### config.mk
export PLATFORM = sky130hd
export DESIGN_NAME = bucket_sort_engine_core
export DESIGN_NICKNAME = d
export VERILOG_FILES = /design/src/hdl/bse_pkg.sv /design/src/hdl/bucket_sort_engine_core.sv /design/src/hdl/bse_store.sv /design/src/hdl/bse_div.sv
export SDC_FILE = /design/constraint.sdc
export NUM_CORES = 2
export LEC_CHECK = 0
export BUFFER_PORTS_ARGS = -buffer_cell sky130_fd_sc_hd__clkbuf_2
export CAP_MARGIN = 20
export CORE_UTILIZATION = 64
export DETAILED_ROUTE_END_ITERATION = 6
export PLACE_DENSITY = 0.8
export SETUP_SLACK_MARGIN = 0.3
export SYNTH_ARGS = -nofsm -noshare
export SYNTH_HDL_FRONTEND = slang
export SYNTH_HIERARCHICAL = 1
export SYNTH_SLANG_ARGS = --single-unit
### constraint.sdc
create_clock -name aclk -period 8.61 [get_ports aclk]
set_input_delay 0.861 -clock aclk [delete_from_list [all_inputs] [get_ports aclk]]
set_output_delay 0.861 -clock aclk [all_outputs]
set_load 0.01 [all_outputs]
### src/hdl/bse_pkg.sv
// Shared types for the bucket sort engine.
`default_nettype none

package bse_pkg;

    // Status of the shared bucket divider
    typedef struct packed {
        logic busy;  // iteration in progress
        logic done;  // quotient valid this cycle
    } div_stat_t;

endpackage : bse_pkg

`default_nettype wire

### src/hdl/bucket_sort_engine_core.sv
// Bucket sort engine top level: load sequencer, selection scan and emit.
//
//  channel  | dir | tdata (low bit up)          | tlast
//  ---------+-----+-----------------------------+---------
//  s_axis   | in  | value                       | last_in
//  m_axis   | out | sorted_value, bucket        | last_out
//
// Loading takes one word per cycle. After the final word, each distinct value
// costs one scan of the store (one read port), a bucket division and the
// emission of its copies, one per accepted m_axis transfer.
// s_axis_tready is high only while loading; a stalled m_axis holds the word.
// Reset (aresetn low, synchronous) empties the set; the store needs no clear.
`default_nettype none

module bucket_sort_engine_core #(
    parameter int MAX_ITEMS  = 64,
    parameter int VALUE_BITS = 16
) (
    input  wire logic                          aclk,
    input  wire logic                          aresetn,
    input  wire logic                          s_axis_tvalid,
    output logic                               s_axis_tready,
    // [VALUE_BITS-1:0] value
    input  wire logic [((VALUE_BITS+7)/8)*8-1:0] s_axis_tdata,
    input  wire logic                          s_axis_tlast,
    output logic                               m_axis_tvalid,
    input  wire logic                          m_axis_tready,
    // [VALUE_BITS-1:0] sorted_value, then [$clog2(MAX_ITEMS)-1:0] bucket
    output logic [((VALUE_BITS+$clog2(MAX_ITEMS)+7)/8)*8-1:0] m_axis_tdata,
    output logic                               m_axis_tlast
);

    localparam int IDX_BITS    = $clog2(MAX_ITEMS);
    localparam int BUCKET_BITS = $clog2(MAX_ITEMS);
    localparam int CNT_BITS    = $clog2(MAX_ITEMS + 1);
    localparam int M_TDATA_W   = ((VALUE_BITS + BUCKET_BITS + 7) / 8) * 8;

    typedef enum logic [1:0] {
        ST_LOAD,
        ST_SCAN,
        ST_DIV,
        ST_EMIT
    } state_t;

    state_t                 state_reg,     state_next;
    logic [CNT_BITS-1:0]    count_reg,     count_next;
    logic [VALUE_BITS-1:0]  max_reg,       max_next;
    logic [CNT_BITS-1:0]    scan_cnt_reg,  scan_cnt_next;
    logic                   rd_vld_reg,    rd_vld_next;
    logic [VALUE_BITS-1:0]  best_reg,      best_next;
    logic [CNT_BITS-1:0]    best_cnt_reg,  best_cnt_next;
    logic                   found_reg,     found_next;
    logic [VALUE_BITS-1:0]  prev_reg,      prev_next;
    logic                   have_prev_reg, have_prev_next;
    logic [CNT_BITS-1:0]    emit_cnt_reg,  emit_cnt_next;
    logic                   m_valid_reg,   m_valid_next;
    logic [VALUE_BITS-1:0]  m_value_reg,   m_value_next;
    logic [BUCKET_BITS-1:0] m_bucket_reg,  m_bucket_next;
    logic                   m_last_reg,    m_last_next;

    logic                   s_accept;
    logic                   m_accept;
    logic [VALUE_BITS-1:0]  in_value;
    logic                   wr_en;
    logic                   rd_en;
    logic [VALUE_BITS-1:0]  rd_data;
    logic                   div_start;
    bse_pkg::div_stat_t     div_stat;
    logic [CNT_BITS-1:0]    quotient;
    logic [CNT_BITS-1:0]    bucket_cnt;
    logic [CNT_BITS:0]      emit_plus1;
    logic [CNT_BITS:0]      emit_plus2;
    logic                   is_cand;

    assign in_value   = s_axis_tdata[VALUE_BITS-1:0];
    assign s_accept   = s_axis_tvalid && s_axis_tready;
    assign m_accept   = m_valid_reg && m_axis_tready;
    assign wr_en      = s_accept && (count_reg < CNT_BITS'(MAX_ITEMS));
    assign rd_en      = (state_reg == ST_SCAN) && (scan_cnt_reg < count_reg);
    assign emit_plus1 = {1'b0, emit_cnt_reg} + (CNT_BITS+1)'(1);
    assign emit_plus2 = {1'b0, emit_cnt_reg} + (CNT_BITS+1)'(2);
    assign is_cand    = !have_prev_reg || (rd_data > prev_reg);

    // Clamp the quotient to count-1; a zero maximum puts everything in bucket 0
    always_comb begin
        if (max_reg == '0) begin
            bucket_cnt = '0;
        end else if (quotient >= count_reg) begin
            bucket_cnt = count_reg - CNT_BITS'(1);
        end else begin
            bucket_cnt = quotient;
        end
    end

    bse_store #(
        .DEPTH (MAX_ITEMS),
        .WIDTH (VALUE_BITS)
    ) u_store (
        .aclk    (aclk),
        .wr_en   (wr_en),
        .wr_addr (count_reg[IDX_BITS-1:0]),
        .wr_data (in_value),
        .rd_en   (rd_en),
        .rd_addr (scan_cnt_reg[IDX_BITS-1:0]),
        .rd_data (rd_data)
    );

    bse_div #(
        .VALUE_BITS (VALUE_BITS),
        .CNT_BITS   (CNT_BITS)
    ) u_div (
        .aclk      (aclk),
        .aresetn   (aresetn),
        .start     (div_start),
        .value     (best_reg),
        .count     (count_reg),
        .max_value (max_reg),
        .stat      (div_stat),
        .quotient  (quotient)
    );

    // Sequencer
    always_comb begin
        state_next     = state_reg;
        count_next     = count_reg;
        max_next       = max_reg;
        scan_cnt_next  = scan_cnt_reg;
        rd_vld_next    = rd_en;
        best_next      = best_reg;
        best_cnt_next  = best_cnt_reg;
        found_next     = found_reg;
        prev_next      = prev_reg;
        have_prev_next = have_prev_reg;
        emit_cnt_next  = emit_cnt_reg;
        m_valid_next   = m_valid_reg;
        m_value_next   = m_value_reg;
        m_bucket_next  = m_bucket_reg;
        m_last_next    = m_last_reg;
        div_start      = 1'b0;

        case (state_reg)
            // Store words and track the maximum; the final word starts the sort
            ST_LOAD: begin
                if (wr_en) begin
                    count_next = count_reg + CNT_BITS'(1);
                    if (in_value > max_reg) begin
                        max_next = in_value;
                    end
                end
                if (s_accept && s_axis_tlast) begin
                    state_next     = ST_SCAN;
                    scan_cnt_next  = '0;
                    found_next     = 1'b0;
                    have_prev_next = 1'b0;
                    emit_cnt_next  = '0;
                end
            end

            // Find the smallest value above the last one emitted, and its copies
            ST_SCAN: begin
                if (rd_en) begin
                    scan_cnt_next = scan_cnt_reg + CNT_BITS'(1);
                end
                if (rd_vld_reg && is_cand) begin
                    if (!found_reg || (rd_data < best_reg)) begin
                        best_next     = rd_data;
                        best_cnt_next = CNT_BITS'(1);
                        found_next    = 1'b1;
                    end else if (rd_data == best_reg) begin
                        best_cnt_next = best_cnt_reg + CNT_BITS'(1);
                    end
                end
                if (!rd_en && !rd_vld_reg) begin
                    state_next = ST_DIV;
                    div_start  = 1'b1;
                end
            end

            // Wait for the bucket index, then present the first copy
            ST_DIV: begin
                if (div_stat.done) begin
                    state_next    = ST_EMIT;
                    m_valid_next  = 1'b1;
                    m_value_next  = best_reg;
                    m_bucket_next = bucket_cnt[BUCKET_BITS-1:0];
                    m_last_next   = (emit_plus1 == {1'b0, count_reg});
                end
            end

            // Emit every copy of the value, then rescan or finish the set
            ST_EMIT: begin
                if (m_accept) begin
                    emit_cnt_next = emit_plus1[CNT_BITS-1:0];
                    best_cnt_next = best_cnt_reg - CNT_BITS'(1);
                    if (emit_plus1 == {1'b0, count_reg}) begin
                        state_next   = ST_LOAD;
                        m_valid_next = 1'b0;
                        count_next   = '0;
                        max_next     = '0;
                    end else if (best_cnt_reg == CNT_BITS'(1)) begin
                        state_next     = ST_SCAN;
                        m_valid_next   = 1'b0;
                        prev_next      = best_reg;
                        have_prev_next = 1'b1;
                        scan_cnt_next  = '0;
                        found_next     = 1'b0;
                    end else begin
                        m_last_next = (emit_plus2 == {1'b0, count_reg});
                    end
                end
            end

            default: begin
                state_next = ST_LOAD;
            end
        endcase
    end

    always_ff @(posedge aclk) begin
        if (!aresetn) begin
            state_reg     <= ST_LOAD;
            count_reg     <= '0;
            max_reg       <= '0;
            scan_cnt_reg  <= '0;
            rd_vld_reg    <= 1'b0;
            found_reg     <= 1'b0;
            have_prev_reg <= 1'b0;
            emit_cnt_reg  <= '0;
            best_cnt_reg  <= '0;
            m_valid_reg   <= 1'b0;
        end else begin
            state_reg     <= state_next;
            count_reg     <= count_next;
            max_reg       <= max_next;
            scan_cnt_reg  <= scan_cnt_next;
            rd_vld_reg    <= rd_vld_next;
            found_reg     <= found_next;
            have_prev_reg <= have_prev_next;
            emit_cnt_reg  <= emit_cnt_next;
            best_cnt_reg  <= best_cnt_next;
            m_valid_reg   <= m_valid_next;
        end
        best_reg     <= best_next;
        prev_reg     <= prev_next;
        m_value_reg  <= m_value_next;
        m_bucket_reg <= m_bucket_next;
        m_last_reg   <= m_last_next;
    end

    assign s_axis_tready = (state_reg == ST_LOAD);
    assign m_axis_tvalid = m_valid_reg;
    assign m_axis_tdata  = M_TDATA_W'({m_bucket_reg, m_value_reg});
    assign m_axis_tlast  = m_last_reg;

    // Loading and emitting never overlap
    assert property (@(posedge aclk) disable iff (!aresetn)
        !(s_axis_tready && m_axis_tvalid))
        else $error("input accepted while a sorted word is pending");

    // The final sorted word reopens the input
    assert property (@(posedge aclk) disable iff (!aresetn)
        (m_axis_tvalid && m_axis_tready && m_axis_tlast) |=> s_axis_tready)
        else $error("input not reopened after final word");

    // Emitted bucket stays below the set size
    assert property (@(posedge aclk) disable iff (!aresetn)
        m_axis_tvalid |-> (CNT_BITS'(m_bucket_reg) < count_reg))
        else $error("bucket index out of range");

    // Each newly selected value lies strictly above the one before it
    assert property (@(posedge aclk) disable iff (!aresetn)
        ((state_reg == ST_EMIT) && have_prev_reg) |-> (best_reg > prev_reg))
        else $error("sorted order broken");

endmodule : bucket_sort_engine_core

`default_nettype wire

### src/hdl/bse_store.sv
// Item store: one write port, one registered read port.
`default_nettype none

module bse_store #(
    parameter int DEPTH = 64,
    parameter int WIDTH = 16
) (
    input  wire logic                     aclk,
    input  wire logic                     wr_en,
    input  wire logic [$clog2(DEPTH)-1:0] wr_addr,
    input  wire logic [WIDTH-1:0]         wr_data,
    input  wire logic                     rd_en,
    input  wire logic [$clog2(DEPTH)-1:0] rd_addr,
    output logic      [WIDTH-1:0]         rd_data
);

    logic [WIDTH-1:0] mem [DEPTH];

    // Write the loaded word
    always_ff @(posedge aclk) begin
        if (wr_en) begin
            mem[wr_addr] <= wr_data;
        end
    end

    // Read one entry a cycle; the read data is registered
    always_ff @(posedge aclk) begin
        if (rd_en) begin
            rd_data <= mem[rd_addr];
        end
    end

endmodule : bse_store

`default_nettype wire

### src/hdl/bse_div.sv
// Bucket divider: floor(value*count/max), one quotient bit per cycle.
`default_nettype none

module bse_div #(
    parameter int VALUE_BITS = 16,
    parameter int CNT_BITS   = 7
) (
    input  wire logic                  aclk,
    input  wire logic                  aresetn,
    input  wire logic                  start,
    input  wire logic [VALUE_BITS-1:0] value,
    input  wire logic [CNT_BITS-1:0]   count,
    input  wire logic [VALUE_BITS-1:0] max_value,
    output bse_pkg::div_stat_t         stat,
    output logic      [CNT_BITS-1:0]   quotient
);

    localparam int PW     = VALUE_BITS + CNT_BITS;
    localparam int STEP_W = $clog2(CNT_BITS + 1);

    logic [PW-1:0]       rem_reg,  rem_next;
    logic [PW-1:0]       dvs_reg,  dvs_next;
    logic [CNT_BITS-1:0] q_reg,    q_next;
    logic [STEP_W-1:0]   step_reg, step_next;
    logic                busy_reg, busy_next;
    logic                done_reg, done_next;
    logic                ge;

    // Restoring division; quotient never exceeds count, so CNT_BITS steps suffice
    always_comb begin
        rem_next  = rem_reg;
        dvs_next  = dvs_reg;
        q_next    = q_reg;
        step_next = step_reg;
        busy_next = busy_reg;
        done_next = 1'b0;
        ge        = (rem_reg >= dvs_reg);
        if (start) begin
            rem_next  = PW'(value) * PW'(count);
            dvs_next  = PW'(max_value) << (CNT_BITS - 1);
            q_next    = '0;
            step_next = STEP_W'(CNT_BITS);
            busy_next = 1'b1;
        end else if (busy_reg) begin
            if (ge) begin
                rem_next = rem_reg - dvs_reg;
            end
            q_next    = {q_reg[CNT_BITS-2:0], ge};
            dvs_next  = dvs_reg >> 1;
            step_next = step_reg - STEP_W'(1);
            if (step_reg == STEP_W'(1)) begin
                busy_next = 1'b0;
                done_next = 1'b1;
            end
        end
    end

    always_ff @(posedge aclk) begin
        if (!aresetn) begin
            busy_reg <= 1'b0;
            done_reg <= 1'b0;
            step_reg <= '0;
        end else begin
            busy_reg <= busy_next;
            done_reg <= done_next;
            step_reg <= step_next;
        end
        rem_reg <= rem_next;
        dvs_reg <= dvs_next;
        q_reg   <= q_next;
    end

    assign stat.busy = busy_reg;
    assign stat.done = done_reg;
    assign quotient  = q_reg;

endmodule : bse_div

`default_nettype wire

==> flow_metrics.tcl <==
set metrics [dict create \
    outcome "completed" \
    power.density_cell_area_nw_per_um2 248 \
    report.final.hold_viol_count 0 \
    nFillCells 4940 \
    cts_htree_levels 3 \
    wire_per_inst_um 29.7 \
    fin_tns_setup_ns 0 \
    max_freq_ghz 0.181 \
    width_of_the_die_um 291 \
    timing.max_slew.rel_slack_pct 23.5 \
    place_congestion 0.889 \
    port_buffers 45 \
    critPathRequiredTime_ns 9.12 \
    ctsRootBufferMaster "sky130_fd_sc_hd__clkbuf_16" \
    clock_tree_buffer_depth 3 \
    rsz0062_at_grt "false" \
    largest_net_degree_at_the_start_of_global_routing 133 \
    via_count 30800 \
    fin_cells 4543 \
    clock_latency_ns 0.70 \
    cts_tree "built" \
    vias_per_cell 6.78 \
    grt_first_pass_wirelength_um 200000 \
    fp.dieH_um 291 \
    drt_pre_antenna_iters 7 \
    min_path_type "reg2reg" \
    dpl.cell_count 4327 \
    hpwl_um 82500 \
    worst_setup_skew_after_layout_ns 0.0243 \
    finish.utilization_pct 71.4 \
    die-area_um2 84800 \
    global_route.overflow_total 0 \
    coreArea_um2 82500 \
    groute.layer.met3.usage_pct 5.63 \
    clock_sinks 1202 \
    initial_utilization_pct 64.9 \
    groute.usage.overall_pct 32.3 \
    grt_most_used_layer "met2" \
    detail-route-antenna-nets 0 \
    timing.critical_path.from_type "flip-flop" \
    mappedNetlistArea_um2 53600 \
    grt_pass1_vias 31200 \
    drive_gt1_share_pct 17.5 \
    grtUsageMet2_pct 52.1 \
    worst-setup-path-type "reg2reg" \
    ctsResizeCount 0 \
    worst-endpoint-arrival_ns 6.04 \
    placement_rows 105 \
    largest_register_ffs 1024 \
    leakagePower_nw 19.6 \
    yosys_warnings 6 \
    cap_viol_max_count 0 \
    drt_drc_violations_left 0 \
    post-route-min-period_ns 5.53 \
    clk_pin_slew_ns 0.07 \
    design.final.nets 3607 \
    cts_made_buffers 114 \
    ir_worst_vdd_uv 304 \
    area_growth_syn_to_layout_pct 9.94 \
    cts_post_setup_buffers_inserted 0 \
    cts_hold_fix_bufs 0 \
    grt.met1_usage_pct 43.2 \
    final_max_slew_viol_count 0 \
    syn-mean-instance-area_um2 16.4 \
    syn_inst 3270 \
    period_share_pct 64.2 \
    antenna_found_initial 4 \
    dr.first_iter.drc_count 3795 \
    floorplan.io_pins 48 \
    final_report_setup_violation_count 0 \
    timing_worst_slew_pin_value_ns 1.15 \
    routed_wire_length_um 135000 \
    timing.critical_path.fanout_max 26 \
    end_kind "flip-flop" \
]
[through the flow]
step	setup WS (ns)	hold slack, ns	total power [W]	instance area, um^2
after CTS	3.11	0.478	0.0146	58800
final	3.08	0.470	0.0146	58900
after global routing	2.81	0.514	0.0151	58900
after global placement	3.33	0.481	0.00970	55200
after detailed placement	3.13	0.480	0.00977	55200
after floorplan	3.78	0.426	0.00896	53600
[worst paths after layout]
check / cells after the start / to / startpoint / slack, ns
max: 17 / u_div/rem_reg[19] / count_reg[4] / 3.08
min: 0 / best_reg[13] / u_store/rd_data[13] / 0.47
max reg2reg: 17 / u_div/rem_reg[19] / count_reg[4] / 3.08
min reg2reg: 0 / best_reg[13] / u_store/rd_data[13] / 0.47
[worst max-delay path: stages, from the launching register on]
cell	delay (ns)
sky130_fd_sc_hd__dfxtp_1	0.57
sky130_fd_sc_hd__buf_4	0.35
sky130_fd_sc_hd__and2_1	0.20
sky130_fd_sc_hd__fa_1	0.45
sky130_fd_sc_hd__fa_1	0.52
sky130_fd_sc_hd__fa_1	0.54
sky130_fd_sc_hd__inv_1	0.05
sky130_fd_sc_hd__fa_1	0.53
sky130_fd_sc_hd__inv_1	0.04
sky130_fd_sc_hd__ha_1	0.39
sky130_fd_sc_hd__nand4_1	0.20
sky130_fd_sc_hd__nor4_2	0.34
sky130_fd_sc_hd__o41ai_2	0.15
sky130_fd_sc_hd__a21boi_2	0.23
sky130_fd_sc_hd__o2111ai_1	0.16
sky130_fd_sc_hd__a21bo_2	0.22
sky130_fd_sc_hd__and3_1	0.18
sky130_fd_sc_hd__o31ai_1	0.20
[where the power goes]
| part | switching (W) | internal, W |
|---|---|---|
| logic | 0.00170 | 0.00107 |
| registers | 0.000169 | 0.00675 |
| clock network | 0.00215 | 0.00275 |
| total | 0.00402 | 0.0106 |
[cell type report]
type	count	area (um^2)	area share, %
Timing Repair Buffer	153	1130	1.92
Clock buffer	139	2970	5.04
Sequential cell	1202	35400	60.2
Clock inverter	69	648	1.10
Inverter	190	713	1.21
Multi-Input combinational cell	1717	16700	28.3
Tap cell	1070	1340	2.27
Antenna cell	3	7.51	0.0127
[cell usage in the layout (no fill, tap or decap), types with 15 or more instances in the layout]
cell / instances
sky130_fd_sc_hd__a211oi_1: 30
sky130_fd_sc_hd__a21o_1: 30
sky130_fd_sc_hd__a21oi_1: 77
sky130_fd_sc_hd__a221oi_1: 24
sky130_fd_sc_hd__a22o_1: 19
sky130_fd_sc_hd__a22oi_1: 67
sky130_fd_sc_hd__a311oi_1: 15
sky130_fd_sc_hd__a31oi_1: 15
sky130_fd_sc_hd__and2_1: 90
sky130_fd_sc_hd__and4_1: 16
sky130_fd_sc_hd__buf_4: 101
sky130_fd_sc_hd__clkbuf_1: 24
sky130_fd_sc_hd__clkbuf_16: 115
sky130_fd_sc_hd__clkbuf_2: 45
sky130_fd_sc_hd__clkinv_1: 23
sky130_fd_sc_hd__clkinv_2: 21
sky130_fd_sc_hd__dfxtp_1: 64
sky130_fd_sc_hd__edfxtp_1: 1134
sky130_fd_sc_hd__fa_1: 70
sky130_fd_sc_hd__ha_1: 138
sky130_fd_sc_hd__inv_1: 189
sky130_fd_sc_hd__mux2i_1: 130
sky130_fd_sc_hd__mux4_2: 223
sky130_fd_sc_hd__nand2_1: 151
sky130_fd_sc_hd__nand2b_1: 15
sky130_fd_sc_hd__nand3_1: 82
sky130_fd_sc_hd__nand4_1: 21
sky130_fd_sc_hd__nor2_1: 121
sky130_fd_sc_hd__nor2b_1: 38
sky130_fd_sc_hd__nor3_1: 20
sky130_fd_sc_hd__o21ai_0: 49
sky130_fd_sc_hd__xnor2_1: 35
sky130_fd_sc_hd__xor2_1: 23
[routing by layer]
| layer | part of all wire, % | wire length (um) | vias up |
|---|---|---|---|
| met3 | 10 | 13700 | 331 |
| met5 | 0.0089 | 12 | - |
| met4 | 5.2 | 7060 | 2 |
| met1 | 36 | 48900 | 15600 |
| li1 | - | - | 13000 |
| met2 | 48 | 65100 | 1925 |
Power figures use the tool's default switching activity.
